$ cat config.mk
export PLATFORM = sky130hd
export DESIGN_NAME = byte_ring_buffer_with_pattern_search_top
export DESIGN_NICKNAME = d
export VERILOG_FILES = /design/src/sv/brb_pkg.sv /design/src/sv/brb_ram.sv /design/src/sv/brb_engine.sv /design/src/sv/byte_ring_buffer_with_pattern_search_top.sv
export SDC_FILE = /design/constraint.sdc
export NUM_CORES = 2
export LEC_CHECK = 0
export BUFFER_PORTS_ARGS = -buffer_cell sky130_fd_sc_hd__buf_2
export CAP_MARGIN = 40
export CORE_MARGIN = 2
export CORE_UTILIZATION = 35
export CTS_BUF_LIST = sky130_fd_sc_hd__clkbuf_16
export DETAILED_ROUTE_END_ITERATION = 8
export GPL_TIMING_DRIVEN = 0
export SYNTH_ARGS = -nofsm -noshare
export SYNTH_HDL_FRONTEND = slang
export SYNTH_SLANG_ARGS = --single-unit
$ cat constraint.sdc
create_clock -name i_clk -period 14.9 [get_ports i_clk]
set_input_delay 0.745 -clock i_clk [delete_from_list [all_inputs] [get_ports i_clk]]
set_output_delay 0.745 -clock i_clk [all_outputs]
set_load 0.01 [all_outputs]
$ cat src/sv/brb_pkg.sv
// ============================================================================
// brb_pkg
// Shared types, field widths, mode codes and character constants for the
// byte ring buffer with pattern search.
// ============================================================================
package brb_pkg;

    localparam int BRB_DEPTH       = 128;
    localparam int BRB_MAX_PATTERN = 8;

    localparam int MODE_W  = 3;
    localparam int BYTE_W  = 8;
    localparam int OFS_W   = 7;
    localparam int PAT_W   = 64;
    localparam int PLEN_W  = 4;
    localparam int NUM_W   = 32;
    localparam int SLOT_W  = 7;

    localparam int IN_TDATA_W  = 88;
    localparam int OUT_TDATA_W = 64;

    localparam logic [MODE_W-1:0] MODE_PUSH   = 3'd0;
    localparam logic [MODE_W-1:0] MODE_POP    = 3'd1;
    localparam logic [MODE_W-1:0] MODE_PEEK   = 3'd2;
    localparam logic [MODE_W-1:0] MODE_FLUSH  = 3'd3;
    localparam logic [MODE_W-1:0] MODE_LOCATE = 3'd4;
    localparam logic [MODE_W-1:0] MODE_CHOP   = 3'd5;
    localparam logic [MODE_W-1:0] MODE_NUMBER = 3'd6;

    localparam logic [BYTE_W-1:0] CHAR_SPACE = 8'h20;
    localparam logic [BYTE_W-1:0] CHAR_MINUS = 8'h2D;
    localparam logic [BYTE_W-1:0] CHAR_ZERO  = 8'h30;
    localparam logic [BYTE_W-1:0] CHAR_NINE  = 8'h39;

    typedef struct packed {
        logic                  adjust_head;
        logic                  move_to_end;
        logic [PLEN_W-1:0]     pattern_length;
        logic [PAT_W-1:0]      pattern;
        logic [OFS_W-1:0]      offset;
        logic [BYTE_W-1:0]     data_byte;
        logic [MODE_W-1:0]     mode;
    } t_item;

    typedef struct packed {
        logic [1:0]            pad;
        logic [SLOT_W-1:0]     match_end;
        logic [SLOT_W-1:0]     match_start;
        logic [SLOT_W-1:0]     level;
        logic signed [NUM_W-1:0] number;
        logic [BYTE_W-1:0]     data_out;
        logic                  ok;
    } t_result;

endpackage

$ cat src/sv/brb_ram.sv
// ============================================================================
// brb_ram
// Generic single-write, single-read RAM with a registered read port.
// ============================================================================
module brb_ram #(
    parameter int WIDTH = 8,
    parameter int DEPTH = 128
) (
    input  logic                     i_clk,
    input  logic                     i_we,
    input  logic [$clog2(DEPTH)-1:0] i_waddr,
    input  logic [WIDTH-1:0]         i_wdata,
    input  logic [$clog2(DEPTH)-1:0] i_raddr,
    output logic [WIDTH-1:0]         o_rdata
);

    logic [WIDTH-1:0] r_mem [DEPTH];
    logic [WIDTH-1:0] r_rdata;

    always_ff @(posedge i_clk) begin
        if (i_we) begin
            r_mem[i_waddr] <= i_wdata;
        end
        r_rdata <= r_mem[i_raddr];
    end

    assign o_rdata = r_rdata;

endmodule

$ cat src/sv/brb_engine.sv
// ============================================================================
// brb_engine
// Sequencer for the ring buffer: holds head and tail, runs each mode against
// the byte RAM one read per cycle, and presents one result per item.
// ============================================================================
module brb_engine #(
    parameter int DEPTH       = 128,
    parameter int MAX_PATTERN = 8
) (
    input  logic                     i_clk,
    input  logic                     i_rst_n,
    input  logic                     i_valid,
    output logic                     o_ready,
    input  brb_pkg::t_item           i_item,
    output logic                     o_res_valid,
    input  logic                     i_res_ready,
    output brb_pkg::t_result         o_res,
    output logic                     o_we,
    output logic [$clog2(DEPTH)-1:0] o_waddr,
    output logic [7:0]               o_wdata,
    output logic [$clog2(DEPTH)-1:0] o_raddr,
    input  logic [7:0]               i_rdata
);
    import brb_pkg::*;

    localparam int AW  = $clog2(DEPTH);
    localparam int SW  = ((AW > OFS_W) ? AW : OFS_W) + 1;
    localparam int MW  = AW + PLEN_W;
    localparam int CW  = $clog2(MAX_PATTERN + 1);
    localparam int PW  = (MAX_PATTERN > 1) ? $clog2(MAX_PATTERN) : 1;
    localparam logic [AW-1:0] LAST = AW'(DEPTH - 1);

    localparam logic [2:0] ST_IDLE  = 3'd0;
    localparam logic [2:0] ST_READ  = 3'd1;
    localparam logic [2:0] ST_SCAN  = 3'd2;
    localparam logic [2:0] ST_PARSE = 3'd3;
    localparam logic [2:0] ST_DONE  = 3'd4;

    logic [2:0]                         r_state, n_state;
    logic [AW-1:0]                      r_head, n_head;
    logic [AW-1:0]                      r_tail, n_tail;
    logic [AW-1:0]                      r_addr, n_addr;
    logic [AW-1:0]                      r_left, n_left;
    logic [AW-1:0]                      r_dslot, n_dslot;
    logic                               r_rvalid, n_rvalid;
    logic                               r_chop, n_chop;
    logic                               r_mte, n_mte;
    logic                               r_adj, n_adj;
    logic [CW-1:0]                      r_len, n_len;
    logic [CW-1:0]                      r_nb, n_nb;
    logic [MAX_PATTERN-1:0][7:0]        r_pal, n_pal;
    logic [MAX_PATTERN-1:0]             r_msk, n_msk;
    logic [MAX_PATTERN-1:0][7:0]        r_win, n_win;
    logic [NUM_W-1:0]                   r_acc, n_acc;
    logic                               r_any, n_any;
    logic                               r_neg, n_neg;
    logic                               r_ok, n_ok;
    logic [7:0]                         r_dout, n_dout;
    logic [NUM_W-1:0]                   r_num, n_num;
    logic [AW-1:0]                      r_ms, n_ms;
    logic [AW-1:0]                      r_me, n_me;

    logic [AW-1:0]                      w_level;
    logic                               w_empty;
    logic                               w_full;
    logic [PLEN_W-1:0]                  w_plen;
    logic [SW-1:0]                      w_psum;
    logic [AW-1:0]                      w_pslot;
    logic [7:0][7:0]                    w_pbytes;
    logic [MAX_PATTERN-1:0][7:0]        w_win_n;
    logic [MAX_PATTERN-1:0]             w_eq;
    logic [CW-1:0]                      w_nb_inc;
    logic                               w_match;
    logic [MW-1:0]                      w_lm1;
    logic [MW-1:0]                      w_e;
    logic [AW-1:0]                      w_start;
    logic [AW-1:0]                      w_dest;
    logic                               w_is_digit;
    logic [3:0]                         w_digit;

    function automatic logic [AW-1:0] f_inc(input logic [AW-1:0] s);
        return (s == LAST) ? '0 : s + 1'b1;
    endfunction

    function automatic logic [AW-1:0] f_dec(input logic [AW-1:0] s);
        return (s == '0) ? LAST : s - 1'b1;
    endfunction

    assign w_level = (r_tail >= r_head) ? (r_tail - r_head)
                   : AW'({1'b0, r_tail} + (AW+1)'(DEPTH) - {1'b0, r_head});
    assign w_empty = (r_head == r_tail);
    assign w_full  = (w_level == LAST);
    assign w_plen  = (i_item.pattern_length > PLEN_W'(MAX_PATTERN))
                   ? PLEN_W'(MAX_PATTERN) : i_item.pattern_length;

    assign w_psum  = SW'(r_head) + SW'(i_item.offset);
    assign w_pslot = (w_psum >= SW'(DEPTH)) ? AW'(w_psum - SW'(DEPTH)) : AW'(w_psum);

    assign w_pbytes = i_item.pattern;

    always_comb begin
        w_win_n[0] = i_rdata;
        for (int j = 1; j < MAX_PATTERN; j++) begin
            w_win_n[j] = r_win[j-1];
        end
        for (int j = 0; j < MAX_PATTERN; j++) begin
            w_eq[j] = (w_win_n[j] == r_pal[j]);
        end
    end

    assign w_nb_inc = (r_nb == CW'(MAX_PATTERN)) ? r_nb : r_nb + 1'b1;
    assign w_match  = r_rvalid && (w_nb_inc >= r_len) && (&(~r_msk | w_eq));

    assign w_lm1   = MW'(r_len) - MW'(1);
    assign w_e     = MW'(r_dslot);
    assign w_start = (w_e >= w_lm1) ? AW'(w_e - w_lm1) : AW'(w_e + MW'(DEPTH) - w_lm1);
    assign w_dest  = r_mte ? f_inc(r_dslot) : w_start;

    assign w_is_digit = (i_rdata >= CHAR_ZERO) && (i_rdata <= CHAR_NINE);
    assign w_digit    = 4'(i_rdata - CHAR_ZERO);

    always_comb begin
        n_state  = r_state;
        n_head   = r_head;
        n_tail   = r_tail;
        n_addr   = r_addr;
        n_left   = r_left;
        n_dslot  = r_dslot;
        n_rvalid = 1'b0;
        n_chop   = r_chop;
        n_mte    = r_mte;
        n_adj    = r_adj;
        n_len    = r_len;
        n_nb     = r_nb;
        n_pal    = r_pal;
        n_msk    = r_msk;
        n_win    = r_win;
        n_acc    = r_acc;
        n_any    = r_any;
        n_neg    = r_neg;
        n_ok     = r_ok;
        n_dout   = r_dout;
        n_num    = r_num;
        n_ms     = r_ms;
        n_me     = r_me;
        o_we     = 1'b0;
        o_waddr  = r_tail;
        o_wdata  = i_item.data_byte;
        o_raddr  = r_addr;

        case (r_state)
            ST_IDLE: begin
                if (i_valid) begin
                    n_ok    = 1'b0;
                    n_dout  = '0;
                    n_num   = '0;
                    n_ms    = '0;
                    n_me    = '0;
                    n_nb    = '0;
                    n_acc   = '0;
                    n_any   = 1'b0;
                    n_neg   = 1'b0;
                    n_chop  = (i_item.mode == MODE_CHOP);
                    n_mte   = i_item.move_to_end;
                    n_adj   = i_item.adjust_head;
                    n_len   = CW'(w_plen);
                    for (int j = 0; j < MAX_PATTERN; j++) begin
                        n_msk[j] = (j < int'(w_plen));
                        n_pal[j] = w_pbytes[PW'(int'(w_plen) - 1 - j)];
                    end
                    n_state = ST_DONE;
                    case (i_item.mode)
                        MODE_PUSH: begin
                            if (!w_full) begin
                                o_we   = 1'b1;
                                n_tail = f_inc(r_tail);
                                n_ok   = 1'b1;
                            end
                        end
                        MODE_POP: begin
                            if (!w_empty) begin
                                o_raddr  = r_head;
                                n_rvalid = 1'b1;
                                n_head   = f_inc(r_head);
                                n_state  = ST_READ;
                            end
                        end
                        MODE_PEEK: begin
                            if (SW'(i_item.offset) < SW'(w_level)) begin
                                o_raddr  = w_pslot;
                                n_rvalid = 1'b1;
                                n_state  = ST_READ;
                            end
                        end
                        MODE_FLUSH: begin
                            n_head = r_tail;
                        end
                        MODE_LOCATE, MODE_CHOP: begin
                            if (w_plen == '0) begin
                                n_ok = 1'b1;
                                n_ms = r_head;
                                n_me = f_dec(r_head);
                                if ((i_item.mode == MODE_CHOP) && !i_item.adjust_head) begin
                                    n_tail = r_head;
                                end
                            end else begin
                                n_addr  = r_head;
                                n_left  = w_level;
                                n_state = ST_SCAN;
                            end
                        end
                        MODE_NUMBER: begin
                            if (!w_empty) begin
                                n_addr  = f_inc(r_head);
                                n_left  = w_level - 1'b1;
                                n_state = ST_PARSE;
                            end
                        end
                        default: begin
                        end
                    endcase
                end
            end
            ST_READ: begin
                n_dout  = i_rdata;
                n_ok    = 1'b1;
                n_state = ST_DONE;
            end
            ST_SCAN: begin
                if (r_left != '0) begin
                    n_addr   = f_inc(r_addr);
                    n_left   = r_left - 1'b1;
                    n_rvalid = 1'b1;
                    n_dslot  = r_addr;
                end
                if (r_rvalid) begin
                    n_win = w_win_n;
                    n_nb  = w_nb_inc;
                end
                if (w_match) begin
                    n_ok     = 1'b1;
                    n_ms     = w_start;
                    n_me     = r_dslot;
                    n_rvalid = 1'b0;
                    n_state  = ST_DONE;
                    if (r_chop) begin
                        if (r_adj) begin
                            n_head = w_dest;
                        end else begin
                            n_tail = w_dest;
                        end
                    end
                end else if (!r_rvalid && (r_left == '0)) begin
                    n_state = ST_DONE;
                end
            end
            ST_PARSE: begin
                if (r_left != '0) begin
                    n_addr   = f_inc(r_addr);
                    n_left   = r_left - 1'b1;
                    n_rvalid = 1'b1;
                end
                if (r_rvalid) begin
                    if ((i_rdata == CHAR_SPACE) && !r_any) begin
                        n_any = r_any;
                    end else if ((i_rdata == CHAR_MINUS) && !r_any) begin
                        n_neg = 1'b1;
                        n_any = 1'b1;
                    end else if (w_is_digit) begin
                        n_any = 1'b1;
                        n_acc = (r_acc << 3) + (r_acc << 1) + NUM_W'(w_digit);
                    end else begin
                        n_rvalid = 1'b0;
                        n_num    = r_neg ? (NUM_W'(0) - r_acc) : r_acc;
                        n_state  = ST_DONE;
                    end
                end else if (r_left == '0) begin
                    n_num   = r_neg ? (NUM_W'(0) - r_acc) : r_acc;
                    n_state = ST_DONE;
                end
            end
            ST_DONE: begin
                if (i_res_ready) begin
                    n_state = ST_IDLE;
                end
            end
            default: begin
                n_state = ST_IDLE;
            end
        endcase
    end

    always_ff @(posedge i_clk) begin
        if (!i_rst_n) begin
            r_state  <= ST_IDLE;
            r_head   <= '0;
            r_tail   <= '0;
            r_rvalid <= 1'b0;
        end else begin
            r_state  <= n_state;
            r_head   <= n_head;
            r_tail   <= n_tail;
            r_rvalid <= n_rvalid;
        end
    end

    always_ff @(posedge i_clk) begin
        r_addr  <= n_addr;
        r_left  <= n_left;
        r_dslot <= n_dslot;
        r_chop  <= n_chop;
        r_mte   <= n_mte;
        r_adj   <= n_adj;
        r_len   <= n_len;
        r_nb    <= n_nb;
        r_pal   <= n_pal;
        r_msk   <= n_msk;
        r_win   <= n_win;
        r_acc   <= n_acc;
        r_any   <= n_any;
        r_neg   <= n_neg;
        r_ok    <= n_ok;
        r_dout  <= n_dout;
        r_num   <= n_num;
        r_ms    <= n_ms;
        r_me    <= n_me;
    end

    assign o_ready     = (r_state == ST_IDLE);
    assign o_res_valid = (r_state == ST_DONE);

    always_comb begin
        o_res             = '0;
        o_res.ok          = r_ok;
        o_res.data_out    = r_dout;
        o_res.number      = r_num;
        o_res.level       = SLOT_W'(w_level);
        o_res.match_start = SLOT_W'(r_ms);
        o_res.match_end   = SLOT_W'(r_me);
    end

endmodule

$ cat src/sv/byte_ring_buffer_with_pattern_search_top.sv
// ============================================================================
// byte_ring_buffer_with_pattern_search_top
// Byte ring buffer with push, pop, peek, flush, pattern locate/chop and
// decimal number parsing, built around one byte RAM.
// ============================================================================
// Usage:
//   Send one command item on s_axis (mode, byte, offset, pattern, length,
//   chop flags); one result item leaves on m_axis for every command.
//   The buffer holds at most DEPTH-1 bytes; one RAM read per cycle.
//   Path from accept to result valid on m_axis:
//     push, flush, unused mode, empty pattern, refused pop or peek: no read
//     read number on an empty buffer: no read
//     pop, peek: one registered RAM read
//     locate, chop: a scan over the stored bytes, ending when the pattern is found
//     read number: a scan from one past the head, ending at a non-number byte
//   One item is worked on at a time; the next is taken once the result has
//   moved into the output register, so a result waiting on m_axis does not
//   block the next command.
//   Reset empties the buffer (head and tail to slot 0) and drops any result
//   held in the output register. RAM contents are not cleared.
//   While m_axis is stalled the output item holds; a second finished result
//   waits inside the engine and s_axis_tready stays low until it moves on.
// ============================================================================
module byte_ring_buffer_with_pattern_search_top #(
    parameter int DEPTH       = brb_pkg::BRB_DEPTH,
    parameter int MAX_PATTERN = brb_pkg::BRB_MAX_PATTERN
) (
    input  logic                             i_clk,
    input  logic                             i_rst_n,
    input  logic                             s_axis_tvalid,
    output logic                             s_axis_tready,
    // mode, data_byte, offset, pattern, pattern_length, move_to_end, adjust_head
    input  logic [brb_pkg::IN_TDATA_W-1:0]   s_axis_tdata,
    output logic                             m_axis_tvalid,
    input  logic                             m_axis_tready,
    // ok, data_out, number, level, match_start, match_end, 2 zero bits
    output logic [brb_pkg::OUT_TDATA_W-1:0]  m_axis_tdata
);
    import brb_pkg::*;

    localparam int AW = $clog2(DEPTH);

    t_item                 w_item;
    t_result               w_res;
    logic                  w_res_valid;
    logic                  w_res_ready;
    logic                  w_we;
    logic [AW-1:0]         w_waddr;
    logic [7:0]            w_wdata;
    logic [AW-1:0]         w_raddr;
    logic [7:0]            w_rdata;

    logic                  r_out_valid, n_out_valid;
    logic [OUT_TDATA_W-1:0] r_out_data;

    assign w_item = s_axis_tdata;

    brb_ram #(
        .WIDTH (8),
        .DEPTH (DEPTH)
    ) u_ram (
        .i_clk   (i_clk),
        .i_we    (w_we),
        .i_waddr (w_waddr),
        .i_wdata (w_wdata),
        .i_raddr (w_raddr),
        .o_rdata (w_rdata)
    );

    brb_engine #(
        .DEPTH       (DEPTH),
        .MAX_PATTERN (MAX_PATTERN)
    ) u_engine (
        .i_clk       (i_clk),
        .i_rst_n     (i_rst_n),
        .i_valid     (s_axis_tvalid),
        .o_ready     (s_axis_tready),
        .i_item      (w_item),
        .o_res_valid (w_res_valid),
        .i_res_ready (w_res_ready),
        .o_res       (w_res),
        .o_we        (w_we),
        .o_waddr     (w_waddr),
        .o_wdata     (w_wdata),
        .o_raddr     (w_raddr),
        .i_rdata     (w_rdata)
    );

    assign w_res_ready = !r_out_valid || m_axis_tready;

    always_comb begin
        n_out_valid = r_out_valid;
        if (w_res_ready) begin
            n_out_valid = w_res_valid;
        end
    end

    always_ff @(posedge i_clk) begin
        if (!i_rst_n) begin
            r_out_valid <= 1'b0;
        end else begin
            r_out_valid <= n_out_valid;
        end
    end

    always_ff @(posedge i_clk) begin
        if (w_res_ready && w_res_valid) begin
            r_out_data <= w_res;
        end
    end

    assign m_axis_tvalid = r_out_valid;
    assign m_axis_tdata  = r_out_data;

endmodule

==> qor.csv <==
stage;metric;value;unit
run;Max Cap Violations;0;
place;dpl cells;6899;
timing;Final setup violation count;0;
timing;final worst path period share;53.9;%
worst_setup_path;Crit path required time;15.48;ns
global_routing;first-pass GRT wire length;259;mm
clocking;clock buffer depth;3;
power;power density cells;168;nW/µm²
worst_setup_path;slowest library cell on the worst path;nor4_1;
floorplanning;Die X;418;µm
clocking;CTS clock-pin slew for the worst setup and hold paths;0.06;ns
timing;RSZ-0062 raised after global routing;no;
logic_synthesis;Synth top cells by count;edfxtp_1, nand2_1, nor2_1;
timing;setup TNS;0;ns
place;detailed placement HPWL;127;mm
worst_setup_path;CP dominant cell by count;a21oi_1;
drt;drt wl/cell;24.9;µm
clocking;CTS buffer count;144;
worst_setup_path;crit end category;register;
logic_synthesis;most instantiated library cell after synthesis;edfxtp_1;
min_path;worst min-delay path class;input port to register;
clocking;Post-CTS Resized;0;
timing;pins over their slew limit;0;
logic_synthesis;sequential area share after synthesis;67.7;%
logic_synthesis;Mapped Cells;4425;
worst_setup_path;Setup CP Type;register to register;
cells_and_area;Final nets;5027;
clocking;H-tree lvl count;4;
place;GPL Wtd Cong;0.954;
clocking;clk sink count;1361;
drt;Final Routed Wirelength;179;mm
worst_setup_path;worst path cell trace;clkbuf_1, inv_1, ha_1, a21o_1, a21oi_1, o21bai_1, a21oi_1, xor2_1, inv_1, ha_1, nor3b_1, and4_4, nand3_2, buf_6, a211oi_4, buf_4, nor2_1, buf_4, clkbuf_1, a22oi_1, a31oi_1, o41ai_1, a21oi_1, nor4_1;
global_routing;vias in the first global route;38500;
timing;FMAX;125;MHz
place;post-place setup slack;7.32;ns
global_routing;largest net degree at the start of global routing;92;
logic_synthesis;dominant cell type by area after synthesis;edfxtp_1;
drt;Residual DRC;0;
logic_synthesis;Synth Cell Area;60000;µm²
drt;vias;39600;
status;run status;finished, violations left;
floorplanning;die area;175000;µm²
floorplanning;initial core utilization;35.3;%
timing;worst rel slew slack;25.9;%
logic_synthesis;Top FF cell, synth;edfxtp_1;
clocking;clk_lat worst skew;0.80;ns
power;leakage;23.8;nW
cells_and_area;Syn-to-layout area delta;15.2;%
power;Overall Power;11.6;mW
worst_setup_path;worst endpoint data arrival time;8.61;ns
place;Port-buffer cells;151;
cells_and_area;share of layout cells above drive strength 1;13.9;%
drt;vias per inst;5.53;
clocking;CTS Hold Bufs;0;
logic_synthesis;Avg Inst Size Synth;13.5;µm²
worst_setup_path;Critical Path Fanout Max;10;
clocking;clk root buf;clkbuf_16;
cells_and_area;final core occ;40.7;%
timing;Worst Slack Setup Final;6.87;ns
floorplanning;Placeable Area;170000;µm²
clocking;number of post-CTS setup repair buffers;0;
drt;DRT iter0 DRCs;5319;
timing;min Tclk post-route;8.03;ns
cells_and_area;# fillers;15600;
global_routing;Tot GR Track Use;20.1;%
cells_and_area;final cell count without fillers;7166;
drt;Routed Antenna Nets;1;
timing;worst-margin pin slew;1.10;ns
global_routing;initial antenna violation count;11;
worst_setup_path;slowest stage delay, CP;0.97;ns
worst_setup_path;Startpoint Class;register;
logic_synthesis;Post-synth ARST share;0;%
floorplanning;number of placement rows;151;
logic_synthesis;Synth top area share;66.8;%
status;failing checks;antenna violations;
power;maximum vdd drop;0.126;mV
timing;Layout Skew;0.0363;ns
logic_synthesis;main area contributors after synthesis;edfxtp_1, nand2_1, mux2i_1;
logic_synthesis;library cells used by synthesis;85;
clocking;CTS tree;built;
logic_synthesis;EDFF count, synth;1334;
global_routing;total grt overflow;0;
timing;final hold vios;0;
logic_synthesis;Yosys reg bits;1361;
logic_synthesis;Yosys Warn Count;0;
floorplanning;Die Height;418;µm
floorplanning;I/O pin cnt;158;
drt;Pre-Repair DR Iteration Count;6;
[report_power, final]
part	internal (mW)	switching, mW	total [mW]
Clock	1.85	1.52	3.37
Sequential	4.49	0.166	4.65
Combinational	1.15	2.46	3.61
[cells by family after synthesis]
group	after synthesis	share of synthesized area [%]
AND/OR/NAND/NOR	1511	11.1
flip-flops	1361	67.7
AO/OA/AOI/OAI	613	7.27
multiplexers	351	6.72
buffers and inverters	301	2.30
XOR/XNOR	181	2.64
adder cells (fa/ha/maj)	106	2.27
other	1	0.00625
[layout make-up]
cell class,count,area [µm²],area share (%)
inverter,58,223,0.322
tap,2218,2780,4.02
clock buffer,145,3630,5.25
multi-input combinational,2764,18000,26.1
clock inverter,109,772,1.12
sequential,1361,40600,58.8
timing repair buffer,257,1880,2.72
buffer,243,1160,1.68
antenna,11,27.5,0.0398
[routing by layer]
layer  up-vias  share of wire, %  track usage (%)  wire length, µm
li1      17600                 -                -                -
met1     19700                41             27.0            72800
met2      1976                46             32.0            82300
met3       365               9.3             4.18            16700
met4         4               3.7             7.84             6670
met5         -             0.015                0               27
[cell usage in the layout (no fill, tap or decap), drive strengths merged, types with 79 or more instances in the layout]
cell / count
mux2: 91
ha: 101
a21oi: 131
nand3: 244
o21ai: 79
mux2i: 228
edfxtp: 1334
xnor2: 128
inv: 100
nand2: 694
clkbuf: 273
nor2: 332
buf: 370
[final timing paths]
kind,depth (start not counted),end,slack (ns),startpoint
setup reg to reg,24,u_ram.o_rdata[5],6.87,u_engine.r_head[2]
setup / recovery,24,u_ram.o_rdata[5],6.87,u_engine.r_head[2]
hold reg to reg,0,m_axis_tdata[14],0.41,u_engine.r_num[5]
hold / removal,1,u_engine.r_mte,0.15,s_axis_tdata[86]
[critical path: cells and delay by family, from the launching register on]
family / cells / cell delay, ns
AOI/OAI and AO/OA: 9 / 2.60
buffers and inverters: 7 / 1.95
and+or+nand+nor: 5 / 1.78
adders and majority gates: 2 / 0.64
xor gates and xnor gates: 1 / 0.44
DFF: 1 / 0.37
[per-stage QoR]
| stage | hold slack (ns) | cell area (µm²) |
|---|---|---|
| after detailed placement | 0.405 | 64600 |
| after global routing | 0.130 | 69100 |
| after floorplan | 0.400 | 60000 |
| final | 0.154 | 69100 |
| after global placement | 0.402 | 63500 |
| after CTS | 0.108 | 69000 |
[flip-flops by register name, summed over array words and instances, names as in the netlist, 8 cells and up]
name and flops:
u_ram.r_mem 1024, u_engine.r_pal 64, m_axis_tdata 62, u_engine.r_win 56, u_engine.r_acc 32, u_engine.r_num 32
u_engine.r_dout 8, u_engine.r_msk 8, u_ram.o_rdata 8
Power figures use the tool's default switching activity.
